<file path="src/design/taas_pkg.sv">
// Shared types and constants for the temperature average / alarm / servo block.
// No dependencies; imported by taas_fifo and temperature_average_alarm_servo.
package taas_pkg;

  // field widths
  localparam int ADC_W    = 12;
  localparam int TEMP_W   = 15;
  localparam int PERIOD_W = 8;
  localparam int PULSE_W  = 21;
  localparam int LED_W    = 4;
  localparam int PHASE_W  = 10;
  localparam int CFG_IDX_W  = 1;
  localparam int CFG_DATA_W = 15;

  localparam int ADC_MAX = 4095;

  // t16 = floor(TEMP_GAIN*sum / (TEMP_DIV*WINDOW)) - TEMP_OFFSET
  localparam int TEMP_GAIN   = 75;
  localparam int TEMP_DIV    = 16;
  localparam int TEMP_OFFSET = 4464;
  // unsigned quotient before the offset, max 19195
  localparam int QUOT_W      = 15;

  // pulse = floor(PULSE_GAIN*(t16-PULSE_REF)/16) + PULSE_BIAS, saturated
  localparam int PULSE_REF  = 320;
  localparam int PULSE_GAIN = 1925;
  localparam int PULSE_BIAS = 26000;
  localparam int PULSE_MAX  = 2097151;
  localparam int PULSE_PROD_W = 28;

  localparam logic signed [TEMP_W-1:0] THRESHOLD_RST = 15'sd960;
  localparam logic [PERIOD_W-1:0]      PERIOD_RST    = 8'd10;

  // output queue
  localparam int FIFO_DEPTH = 8;
  localparam int FIFO_PTR_W = 3;
  localparam int FIFO_CNT_W = 4;

  typedef enum logic [CFG_IDX_W-1:0] {
    CFG_ALARM_THRESHOLD = 1'b0,
    CFG_LED_PERIOD      = 1'b1
  } cfg_reg_e;

  typedef struct packed {
    logic signed [TEMP_W-1:0] avg_temp;
    logic                     alarm;
    logic [LED_W-1:0]         led_mask;
    logic [PULSE_W-1:0]       pulse_length;
  } result_t;

endpackage

</file>
<file path="src/design/taas_fifo.sv">
// Small output queue for result beats; decouples the pipeline from out_stall_i.
// Depends on taas_pkg (result_t, FIFO_* constants).
module taas_fifo
  import taas_pkg::*;
(
  input  logic                  clk_i,
  input  logic                  rst_ni,
  input  logic                  push_i,
  input  result_t               push_data_i,
  input  logic                  pop_i,
  output logic                  valid_o,
  output result_t               data_o,
  output logic [FIFO_CNT_W-1:0] count_o
);

  result_t                 mem_q [FIFO_DEPTH];
  logic [FIFO_PTR_W-1:0]   wr_ptr_q, wr_ptr_d;
  logic [FIFO_PTR_W-1:0]   rd_ptr_q, rd_ptr_d;
  logic [FIFO_CNT_W-1:0]   count_q, count_d;
  logic                    do_pop;

  assign valid_o = (count_q != '0);
  assign data_o  = mem_q[rd_ptr_q];
  assign count_o = count_q;
  assign do_pop  = pop_i && valid_o;

  always_comb begin
    wr_ptr_d = push_i ? wr_ptr_q + 1'b1 : wr_ptr_q;
    rd_ptr_d = do_pop ? rd_ptr_q + 1'b1 : rd_ptr_q;
    count_d  = count_q;
    if (push_i && !do_pop) begin
      count_d = count_q + 1'b1;
    end else if (!push_i && do_pop) begin
      count_d = count_q - 1'b1;
    end
  end

  always_ff @(posedge clk_i or negedge rst_ni) begin
    if (!rst_ni) begin
      wr_ptr_q <= '0;
      rd_ptr_q <= '0;
      count_q  <= '0;
    end else begin
      wr_ptr_q <= wr_ptr_d;
      rd_ptr_q <= rd_ptr_d;
      count_q  <= count_d;
    end
  end

  always_ff @(posedge clk_i) begin
    if (push_i) begin
      mem_q[wr_ptr_q] <= push_data_i;
    end
  end

endmodule

</file>
<file path="src/design/temperature_average_alarm_servo.sv">
// Top level: moving-average temperature filter with LED alarm and servo pulse.
// Depends on taas_pkg and taas_fifo.
//
// Takes one 12-bit ADC beat per cycle unless stalled and returns one result beat
// per input beat, in order. The sample ring is a WINDOW-deep synchronous RAM;
// each beat does one read-modify-write of the oldest slot (old value read and
// new value written at the same edge), so the ring port sets the rate at one
// beat per clock. Entries never written since reset read as zero through a
// per-entry valid bit, so no clearing pass is needed after reset. The path from
// input acceptance to the output runs through ring read, running-sum update and
// phase step, constant-reciprocal divide by 16*WINDOW, correction plus alarm
// compare, then the servo multiply into an eight-entry output queue. in_stall_o
// rises only when the queue plus the beats in flight could fill it, so input
// keeps flowing while a result waits.
// Configuration (index 0: alarm threshold, index 1: LED period) is always
// accepted and should be written only while the block is idle.
module temperature_average_alarm_servo
  import taas_pkg::*;
#(
  parameter int WINDOW = 50
) (
  input  logic                         clk_i,
  input  logic                         rst_ni,
  // sample input
  input  logic                         in_valid_i,
  output logic                         in_stall_o,
  input  logic [ADC_W-1:0]             adc_sample_i,
  // result output
  output logic                         out_valid_o,
  input  logic                         out_stall_i,
  output logic signed [TEMP_W-1:0]     avg_temp_o,
  output logic                         alarm_o,
  output logic [LED_W-1:0]             led_mask_o,
  output logic [PULSE_W-1:0]           pulse_length_o,
  // configuration write
  input  logic                         cfg_valid_i,
  output logic                         cfg_ready_o,
  input  logic [CFG_IDX_W-1:0]         cfg_index_i,
  input  logic [CFG_DATA_W-1:0]        cfg_data_i
);

  localparam int POS_W  = (WINDOW > 1) ? $clog2(WINDOW) : 1;
  localparam int SUM_W  = $clog2(WINDOW * ADC_MAX + 1);
  localparam int DIV    = TEMP_DIV * WINDOW;
  // floor(TEMP_GAIN * 2^SUM_W / DIV); quotient estimate is at most one low
  localparam longint MULT = (longint'(TEMP_GAIN) * (longint'(1) << SUM_W)) / DIV;
  localparam int MULT_W = $clog2(MULT + 1);
  localparam int PROD_W = SUM_W + MULT_W;
  localparam int X_W    = SUM_W + 7;

  // ---------------------------------------------------------------------
  // configuration registers
  // ---------------------------------------------------------------------
  logic signed [TEMP_W-1:0] threshold_q;
  logic [PERIOD_W-1:0]      led_period_q;

  assign cfg_ready_o = 1'b1;

  always_ff @(posedge clk_i or negedge rst_ni) begin
    if (!rst_ni) begin
      threshold_q  <= THRESHOLD_RST;
      led_period_q <= PERIOD_RST;
    end else if (cfg_valid_i) begin
      unique case (cfg_reg_e'(cfg_index_i))
        CFG_ALARM_THRESHOLD: threshold_q  <= cfg_data_i[TEMP_W-1:0];
        CFG_LED_PERIOD:      led_period_q <= cfg_data_i[PERIOD_W-1:0];
      endcase
    end
  end

  // ---------------------------------------------------------------------
  // flow control: the pipeline never stalls; admission is by queue room
  // ---------------------------------------------------------------------
  logic                  s1_vld_q, s2_vld_q, s3_vld_q, s4_vld_q;
  logic [FIFO_CNT_W-1:0] fifo_count;
  logic [FIFO_CNT_W-1:0] in_flight;
  logic                  in_accept;

  assign in_flight  = FIFO_CNT_W'(s1_vld_q) + FIFO_CNT_W'(s2_vld_q)
                    + FIFO_CNT_W'(s3_vld_q) + FIFO_CNT_W'(s4_vld_q);
  assign in_stall_o = (fifo_count + in_flight) >= FIFO_CNT_W'(FIFO_DEPTH);
  assign in_accept  = in_valid_i && !in_stall_o;

  always_ff @(posedge clk_i or negedge rst_ni) begin
    if (!rst_ni) begin
      s1_vld_q <= 1'b0;
      s2_vld_q <= 1'b0;
      s3_vld_q <= 1'b0;
      s4_vld_q <= 1'b0;
    end else begin
      s1_vld_q <= in_accept;
      s2_vld_q <= s1_vld_q;
      s3_vld_q <= s2_vld_q;
      s4_vld_q <= s3_vld_q;
    end
  end

  // ---------------------------------------------------------------------
  // stage 0: ring read-modify-write at the write position
  // ---------------------------------------------------------------------
  logic [ADC_W-1:0]  ring_mem [WINDOW];
  logic [WINDOW-1:0] ring_vld_q;
  logic [POS_W-1:0]  wpos_q, wpos_d;
  logic [ADC_W-1:0]  old_rd_q;
  logic              old_vld_q;
  logic [ADC_W-1:0]  sample_q;

  always_comb begin
    wpos_d = wpos_q;
    if (in_accept) begin
      if (wpos_q == POS_W'(WINDOW - 1)) begin
        wpos_d = '0;
      end else begin
        wpos_d = wpos_q + 1'b1;
      end
    end
  end

  always_ff @(posedge clk_i or negedge rst_ni) begin
    if (!rst_ni) begin
      wpos_q     <= '0;
      ring_vld_q <= '0;
    end else begin
      wpos_q <= wpos_d;
      if (in_accept) begin
        ring_vld_q[wpos_q] <= 1'b1;
      end
    end
  end

  // read returns the old entry when read and write hit the same slot
  always_ff @(posedge clk_i) begin
    if (in_accept) begin
      old_rd_q        <= ring_mem[wpos_q];
      ring_mem[wpos_q] <= adc_sample_i;
      old_vld_q       <= ring_vld_q[wpos_q];
      sample_q        <= adc_sample_i;
    end
  end

  // ---------------------------------------------------------------------
  // stage 1: running sum and LED phase
  // ---------------------------------------------------------------------
  logic [SUM_W-1:0]    sum_q, sum_d;
  logic [ADC_W-1:0]    old_sample;
  logic [PHASE_W-1:0]  phase_q, phase_d, phase_inc, span;
  logic [PERIOD_W-1:0] period;

  assign old_sample = old_vld_q ? old_rd_q : '0;
  assign period     = (led_period_q == '0) ? PERIOD_W'(1) : led_period_q;
  assign span       = {period, 2'b00};
  assign phase_inc  = phase_q + 1'b1;

  always_comb begin
    sum_d   = sum_q;
    phase_d = phase_q;
    if (s1_vld_q) begin
      sum_d   = sum_q - SUM_W'(old_sample) + SUM_W'(sample_q);
      phase_d = (phase_inc >= span) ? '0 : phase_inc;
    end
  end

  always_ff @(posedge clk_i or negedge rst_ni) begin
    if (!rst_ni) begin
      sum_q   <= '0;
      phase_q <= '0;
    end else begin
      sum_q   <= sum_d;
      phase_q <= phase_d;
    end
  end

  // ---------------------------------------------------------------------
  // stage 2: quotient estimate by reciprocal, LED select from phase
  // (sum_q and phase_q hold this beat's values during this cycle)
  // ---------------------------------------------------------------------
  logic [PROD_W-1:0] recip_prod;
  logic [X_W-1:0]    scaled_sum;
  logic [LED_W-1:0]  led_sel;
  logic [QUOT_W-1:0] q0_q;
  logic [X_W-1:0]    scaled_q;
  logic [LED_W-1:0]  led_sel_q;

  assign recip_prod = PROD_W'(sum_q) * PROD_W'(MULT);
  assign scaled_sum = X_W'(sum_q) * X_W'(TEMP_GAIN);

  always_comb begin
    if (phase_q < PHASE_W'(period)) begin
      led_sel = 4'b0001;
    end else if (phase_q < (PHASE_W'(period) << 1)) begin
      led_sel = 4'b0010;
    end else if (phase_q < PHASE_W'(period) * PHASE_W'(3)) begin
      led_sel = 4'b0100;
    end else begin
      led_sel = 4'b1000;
    end
  end

  always_ff @(posedge clk_i) begin
    q0_q      <= recip_prod[SUM_W +: QUOT_W];
    scaled_q  <= scaled_sum;
    led_sel_q <= led_sel;
  end

  // ---------------------------------------------------------------------
  // stage 3: quotient correction, temperature and alarm
  // ---------------------------------------------------------------------
  logic [X_W-1:0]           remainder;
  logic [QUOT_W-1:0]        quot;
  logic signed [TEMP_W:0]   temp_wide;
  logic signed [TEMP_W-1:0] temp;
  logic                     alarm;
  logic signed [TEMP_W-1:0] temp_q;
  logic                     alarm_q;
  logic [LED_W-1:0]         led_mask_q;

  assign remainder = scaled_q - X_W'(q0_q) * X_W'(DIV);
  assign quot      = (remainder >= X_W'(DIV)) ? q0_q + 1'b1 : q0_q;
  assign temp_wide = $signed({1'b0, quot}) - (TEMP_W+1)'(TEMP_OFFSET);
  assign temp      = temp_wide[TEMP_W-1:0];
  assign alarm     = temp >= threshold_q;

  always_ff @(posedge clk_i) begin
    temp_q     <= temp;
    alarm_q    <= alarm;
    led_mask_q <= alarm ? led_sel_q : '0;
  end

  // ---------------------------------------------------------------------
  // stage 4: servo pulse, floor division by 16 via arithmetic shift
  // ---------------------------------------------------------------------
  logic signed [PULSE_PROD_W-1:0] temp_rel;
  logic signed [PULSE_PROD_W-1:0] pulse_prod;
  logic signed [PULSE_PROD_W-1:0] pulse_raw;
  logic [PULSE_W-1:0]             pulse;
  result_t                        result;

  assign temp_rel   = PULSE_PROD_W'(temp_q) - PULSE_PROD_W'(PULSE_REF);
  assign pulse_prod = temp_rel * $signed(PULSE_PROD_W'(PULSE_GAIN));
  assign pulse_raw  = (pulse_prod >>> 4) + $signed(PULSE_PROD_W'(PULSE_BIAS));

  always_comb begin
    if (pulse_raw < 0) begin
      pulse = '0;
    end else if (pulse_raw > $signed(PULSE_PROD_W'(PULSE_MAX))) begin
      pulse = PULSE_W'(PULSE_MAX);
    end else begin
      pulse = pulse_raw[PULSE_W-1:0];
    end
  end

  always_comb begin
    result.avg_temp     = temp_q;
    result.alarm        = alarm_q;
    result.led_mask     = led_mask_q;
    result.pulse_length = pulse;
  end

  // ---------------------------------------------------------------------
  // output queue
  // ---------------------------------------------------------------------
  result_t out_beat;

  taas_fifo u_fifo (
    .clk_i       (clk_i),
    .rst_ni      (rst_ni),
    .push_i      (s4_vld_q),
    .push_data_i (result),
    .pop_i       (!out_stall_i),
    .valid_o     (out_valid_o),
    .data_o      (out_beat),
    .count_o     (fifo_count)
  );

  assign avg_temp_o     = out_beat.avg_temp;
  assign alarm_o        = out_beat.alarm;
  assign led_mask_o     = out_beat.led_mask;
  assign pulse_length_o = out_beat.pulse_length;

endmodule
</file>
<file path="config.mk">
export PLATFORM = sky130hd
export DESIGN_NAME = temperature_average_alarm_servo
export DESIGN_NICKNAME = d
export VERILOG_FILES = /design/src/design/taas_pkg.sv /design/src/design/taas_fifo.sv /design/src/design/temperature_average_alarm_servo.sv
export SDC_FILE = /design/constraint.sdc
export NUM_CORES = 2
export LEC_CHECK = 0
export BUFFER_PORTS_ARGS = -buffer_cell sky130_fd_sc_hd__clkbuf_2
export CAP_MARGIN = 5
export CORE_ASPECT_RATIO = 0.7
export CORE_UTILIZATION = 57
export CTS_CLUSTER_DIAMETER = 60
export DETAILED_ROUTE_END_ITERATION = 8
export GPL_ROUTABILITY_DRIVEN = 1
export PLACE_DENSITY_LB_ADDON = 0.2
export SLEW_MARGIN = 25
export SYNTH_ARGS = -nofsm -noshare
export SYNTH_HDL_FRONTEND = slang
export SYNTH_HIERARCHICAL = 1
export SYNTH_SLANG_ARGS = --single-unit
export TNS_END_PERCENT = 5
</file>
<file path="constraint.sdc">
create_clock -name clk_i -period 8 [get_ports clk_i]
set_input_delay 1.2 -clock clk_i [delete_from_list [all_inputs] [get_ports clk_i]]
set_output_delay 1.2 -clock clk_i [all_outputs]
set_load 0.02 [all_outputs]
</file>
Word-level counts from Yosys, hierarchy flattened
Memories as Yosys holds them, arrays and structs flattened. A register that Yosys moved wholly into a read port is not among the register bits.
Cells that the tools add are included.

word-level totals
  input bits = 33
  memories kept = 2
  register bits after elaboration = 198
  logic and storage cells = 94
  bits in writable memories = 928
  output and inout port bits = 44

memories
  name          depth  width  rd ports  clocked after Yosys merged registers in  wr ports  RTL line                                text
  ring_mem      50     12     1         1                                        1         temperature_average_alarm_servo.sv:101  logic [ADC_W-1:0] ring_mem [WINDOW];
  u_fifo.mem_q  8      41     1         0                                        1         taas_fifo.sv:16                         result_t mem_q [FIFO_DEPTH];

operators by class
  reduce and logical (&&, ||, !) cells = 15
  bitwise gates (word level) = 2
  equal/unequal tests = 1
  $mul = 5
  multiplexer cells = 19
  magnitude comparators = 11
  $add $sub $neg = 17

operators with widths
  operator                                                                               count
  50-bit bitwise OR                                                                      1
  21-bit two-way mux                                                                     2
  16-bit by 12-bit multiplier with 28-bit output, second input constant                  1
  24-bit by 16-bit adder with 25-bit output, second input constant                       1
  25-bit by 10-bit greater-or-equal comparator with 1-bit output, second input constant  1
  25-bit by 22-bit > comparator with 1-bit output, second input constant                 1
  25-bit by 1-bit less-than comparator with 1-bit output, second input constant          1
  18-bit by 7-bit multiplier with 25-bit output, second input constant                   1
  25-bit subtractor                                                                      1
  15-bit by 5-bit multiplier with 20-bit output, second input constant                   1
  18-bit by 2-bit multiplier with 20-bit output, second input constant                   1
  18-bit by 12-bit adder with 18-bit output                                              1
  18-bit by 12-bit subtractor with 18-bit output                                         1
  15-bit by 10-bit subtractor with 16-bit output, second input constant                  1
  15-bit by 1-bit adder with 15-bit output, second input constant                        1
  15-bit greater-or-equal comparator                                                     1
  15-bit two-way mux                                                                     1
  15-bit by 13-bit subtractor with 15-bit output, second input constant                  1
  12-bit two-way mux                                                                     1
  4-bit two-way mux                                                                      3
  10-bit by 1-bit adder with 10-bit output, second input constant                        1
  10-bit greater-or-equal comparator                                                     1
  10-bit less-than comparator                                                            1
  10-bit by 8-bit less-than comparator with 1-bit output                                 1
  other kinds (29)                                                                       43

Logic depth before layout (Yosys ltp)
  depth in word-level cells = 9
  mapped depth = 47
  depth with buffers taken out = 44

Hierarchy
Netlist, hierarchy kept.

modules (own cells, without submodules)
  module                           times used  seq. area each (sq um)  area each (sq um)  cells an instance
  temperature_average_alarm_servo  1           22,734.3                41,248.3           3,326
  taas_fifo                        1           10,099.7                12,956.2           533

Least setup slack after synthesis
OpenSTA, ideal clock, no wires.

  path type = register to register
  start = register q0_q[3]
  end = register led_mask_q[0]
  period minus slack after synthesis = 8,590 ps
  arrival = 8,465 ps
  data required time = 7,876 ps
  stages on the path, launching flop included = 46
  setup time = 124 ps
  setup slack = -590 ps
  buffers on the path = 3
  path through = dfxtp_1 > ha_1 > ha_1 > fa_1 > ha_1 > nor2b_1 > o21ai_0 > a21boi_0 > o21ai_0 > a21boi_0 > o21ai_0 > nand2_1 > a21o_1 > a21o_1 > a21o_1 > a21oi_1 > xor2_1 > ha_1 > (+10 left out) > nor2_1 > xnor2_1 > inv_1 > ha_1 > nor3b_1 > o2bb2ai_1 > a21oi_1 > nand3_1 > o21ai_2 > a211oi_1 > a2111oi_2 > a21o_1 > ha_1 > a31oi_1 > o2111ai_1 > o21a_1 > nor2_1 > nor2b_1

on the way
  word-level cells in the longest chain between the ends = 6
  elaborated cells on any way between the ends = 7
  those cells by class = 3 x add/sub; 1 x mul; 2 x order compare; 1 x mux

ends and longest elaborated chain
  what                                                            RTL line                                text
  from (decl)                                                     temperature_average_alarm_servo.sv:180  logic [QUOT_W-1:0] q0_q;
  from (signal assigned)                                          temperature_average_alarm_servo.sv:200  q0_q <= recip_prod[SUM_W +: QUOT_W];
  15-bit by 5-bit multiplier with 20-bit output                   temperature_average_alarm_servo.sv:217  assign remainder = scaled_q - X_W'(q0_q) * X_W'(DIV);
  25-bit subtractor                                               temperature_average_alarm_servo.sv:217
  25-bit by 10-bit greater-or-equal comparator with 1-bit output  temperature_average_alarm_servo.sv:218  assign quot = (remainder >= X_W'(DIV)) ? q0_q + 1'b1 : q0_q;
  15-bit two-way mux (*)                                          temperature_average_alarm_servo.sv:218
  15-bit by 13-bit subtractor with 15-bit output (*)              temperature_average_alarm_servo.sv:219  assign temp_wide = $signed({1'b0, quot}) - (TEMP_W+1)'(TEMP_OFFSET);
  named net temp_wide[4]                                          temperature_average_alarm_servo.sv:210  logic signed [TEMP_W:0] temp_wide;
  15-bit greater-or-equal comparator (*)                          temperature_average_alarm_servo.sv:221  assign alarm = temp >= threshold_q;
  to (signal assigned)                                            temperature_average_alarm_servo.sv:226  led_mask_q <= alarm ? led_sel_q : '0;
  to (decl)                                                       temperature_average_alarm_servo.sv:215  logic [LED_W-1:0] led_mask_q;

The timed path passes the listed nets; every way through them passes the cells marked *.
A chain may end at the register's enable or synchronous reset.

Worst setup path after layout
  start = register q0_q[3]
  end = register led_mask_q[1]

The elaborated chain is that of the path after synthesis.

==> summary.txt <==
Place
  – IO Port Bufs: 75
  – Final HPWL DP: 79200 um
  – Post-Place Cells: 5236
  – Routability cong.: 0.863
  – Post-place setup slack: -1.02 ns

Finish
  – NumNets Final: 4570
  – Post-route insts no fill: 5445
  – Layout Utilization: 0.649
  – Synth-to-Final Area Change: 12.6%
  – Fraction of layout cells with a size suffix above 1: 0.177
  – Filler cells: 6727

Routing
  – Post-route DRC: 0
  – ANT nets after route: 0
  – Initial DRC count: 3332
  – WL final: 127000 um
  – First-pass DRT Iterations: 6
  – Vias/cell: 6.04
  – Via count: 32.9k
  – WL/cell: 23.4 um

Global route
  – Largest net degree at the start of global routing: 73
  – Initial antenna violation count: 1
  – Global-route wire length before repair: 193000 um
  – Tot GR Track Use: 0.265
  – Total grt overflow: 0
  – Vias in the first global route: 32.0k

STA
  – Final Critical Period: 8.25 ns
  – Final setup violation count: 5
  – Worst-Margin Slew: 1.05 ns
  – Fmax: 121 MHz
  – Final Cycle Share: 1.03
  – RSZ-0062 raised after global routing: yes
  – Slew margin rel.: 0.302
  – Final TNS setup: -1.17 ns
  – Final Hold Viols: 0
  – Worst Slack Setup Final: -0.250 ns
  – Fin Clk Skew: 0.0408 ns
  – Max-slew violations: 0

Floorplanning
  – Core area: 94100 um2
  – Top Ports: 77
  – Die area: 96400 um2
  – Initial Utilization: 0.576
  – Floorplan row count: 94
  – Chip height: 260 um
  – Chip width: 371 um

Job
  – Max-cap violations: 0

Clock tree
  – CTS Buf Count: 105
  – Worst-Skew Late Latency: 0.72 ns
  – Root Buffer: clkbuf_16
  – Max H-tree Level: 3
  – CTS tree: yes
  – Worst-path clk slew: 0.06 ns
  – Clk buf depth: 3
  – # clock sinks: 1133

Worst setup path
  – CP Capture Type: flop
  – Worst path top cell family by delay: compound AO/OA/AOI/OAI gates
  – Worst path bufs/invs: 7
  – Setup CP Type: flop to flop
  – R2R Path Start: q0_q[3]
  – Required @ worst endpoint: 8.63 ns
  – Worst reg2reg path depth: 46
  – Crit path largest cell delay: 0.52 ns
  – R2R Setup Slk: -0.25 ns
  – Slowest stage cell on the critical path: fa_1
  – Crit path launch type: flop
  – Crit path max fanout: 5
  – Crit path arrival time: 8.88 ns
  – Reg-to-Reg End: led_mask_q[1]

Min path
  – Hold Crit Depth: 0
  – WHS Endpoint: s4_vld_q
  – Hold Startpoint: s3_vld_q
  – Type of the worst min-delay path: flop to flop

Logic synthesis
  – Cell area after synthesis: 54200 um2
  – Main flop type after synthesis: edfxtp_1
  – Syn nets: 4322
  – Number of flops mapped to enable cells by yosys: 953
  – Synthesis-stage register bit count: 1133
  – Synthesis Warnings: 6
  – Synth async-reset ratio: 0.107
  – Post-Synthesis Cells: 3859
  – Syn_area_per_cell: 14.0 um2
  – Yosys cell types: 96
  – Share of the yosys chip area belonging to registers: 0.606

Status
  – Violated checks: negative setup slack
  – Status: finished with violations
## final cells by class
| cell class | instances | area (um2) | area share |
|---|---|---|---|
| Clock buffer | 148 | 2950 | 0.0484 |
| Tap cell | 1248 | 1560 | 0.0256 |
| Clock inverter | 48 | 440 | 0.00722 |
| Multi-Input combinational cell | 2223 | 19900 | 0.326 |
| Sequential cell | 1133 | 32900 | 0.539 |
| Timing Repair Buffer | 281 | 1970 | 0.0323 |
| Antenna cell | 1 | 2.50 | 0.0000410 |
| Inverter | 363 | 1360 | 0.0223 |
## through the flow
step           hold WS, ns  area (um2)
3_3_place_gp         0.365       57200
2_1_floorplan        0.354       54300
3_5_place_dp         0.361       57200
4_1_cts              0.362       60800
5_1_grt              0.386       61000
6_report             0.366       61000
## registers in the layout, indices dropped and copies added (netlist names), 8 cells and up
register and flops:
q0_q 15, threshold_q 15, led_period_q 8, phase_q 10, u_fifo/mem_q 328, sample_q 12
sum_q 18, old_rd_q 12, ring_vld_q 50, temp_q 15, ring_mem 600, scaled_q 20
## how the worst max path moves through the flow
| stage | from | end | slack (ns) | depth (start not counted) |
|---|---|---|---|---|
| after floorplan | q0_q[3] | led_mask_q[0] | -0.08 | 46 |
| after global placement | q0_q[2] | led_mask_q[3] | -0.81 | 44 |
| after detailed placement | q0_q[2] | led_mask_q[1] | -1.02 | 44 |
| after CTS | q0_q[3] | led_mask_q[1] | -0.28 | 46 |
| after global routing | q0_q[5] | led_mask_q[1] | -0.73 | 45 |
| final | q0_q[3] | led_mask_q[1] | -0.25 | 46 |
## Yosys cell counts (9+ instances only)
library cell  count  area share
a21o_1           42      0.0058
a21oi_1         125       0.012
a221oi_1         48      0.0078
a22o_1           47      0.0076
a22oi_1         224       0.031
a31oi_1          41      0.0047
and2_1           27      0.0031
and3_1           24      0.0028
buf_1            29      0.0020
buf_2             9     0.00083
clkbuf_1         92      0.0064
dfrtp_1         115       0.053
dfxtp_1          59       0.022
edfxtp_1        953        0.53
fa_1            107       0.040
ha_1            323       0.075
inv_1           363       0.025
mux2_2           56       0.012
mux2i_1          25      0.0046
mux4_2           74       0.031
nand2_1         119      0.0082
nand2b_1         29      0.0033
nand3_1          41      0.0038
nand3b_1          9      0.0012
nand4_1          48      0.0055
nor2_1          179       0.012
nor2b_1          33      0.0038
nor3_1           39      0.0036
o2111ai_1         9      0.0015
o211ai_1         11      0.0015
o21a_1           34      0.0047
o21ai_0         132       0.012
or2_2            60      0.0069
or3_1            16      0.0018
xnor2_1          95       0.015
xor2_1           41      0.0066
## kinds of logic (layout without fill, tap and decap cells)
| kind of cell | count (synthesis) | in the layout | share of synthesized area |
|---|---|---|---|
| fa+ha+maj | 430 | 430 | 0.114 |
| flops | 1133 | 1133 | 0.606 |
| simple gates | 664 | 664 | 0.0629 |
| xor+xnor | 137 | 137 | 0.0223 |
| other cells | 1 | 2 | 0.0000692 |
| buf+inv | 503 | 840 | 0.0366 |
| mux | 163 | 163 | 0.0509 |
| compound gates | 828 | 828 | 0.107 |
## layout by cell type, fill, tap and decap left out, types with 67 or more instances in the layout
master / netlist / final
edfxtp_1: 953 / 953
buf_4: 2 / 200
ha_1: 323 / 312
mux4_2: 74 / 74
a22oi_1: 224 / 224
clkbuf_16: 0 / 106
a21oi_1: 125 / 119
dfrtp_1: 115 / 111
clkbuf_2: 0 / 67
nand2_1: 119 / 118
fa_1: 107 / 107
xnor2_1: 95 / 92
inv_1: 363 / 363
nor2_1: 179 / 159
o21ai_0: 132 / 118
## worst reg2reg max path, delay by kind of cell, from the launching register on
family,cells,cell delay [ns]
AND/OR/NAND/NOR,10,1.30
flip-flops,1,0.36
buffers and inverters,7,0.83
adder cells (fa/ha/maj),7,2.02
XOR/XNOR,1,0.17
AO/OA/AOI/OAI,21,3.55
## per-layer routing
metal,global-route usage,wire (um),vias up
li1,-,-,15063
met1,0.420,59400,16346
met2,0.377,53900,1344
met3,0.0560,11700,147
met4,0.0544,2250,0
met5,0,0,-
## timing repair
item,4_1_cts,5_1_grt
pin swaps,17,11
hold buffers,0,0
gates cloned,0,0
setup buffers,5,7
gates resized for setup,22,38
endpoints found under the setup margin,7,117
Power is left out: the tool's default activity adds up to more than one toggle a clock period on the data nets, which glitch-free logic cannot reach.
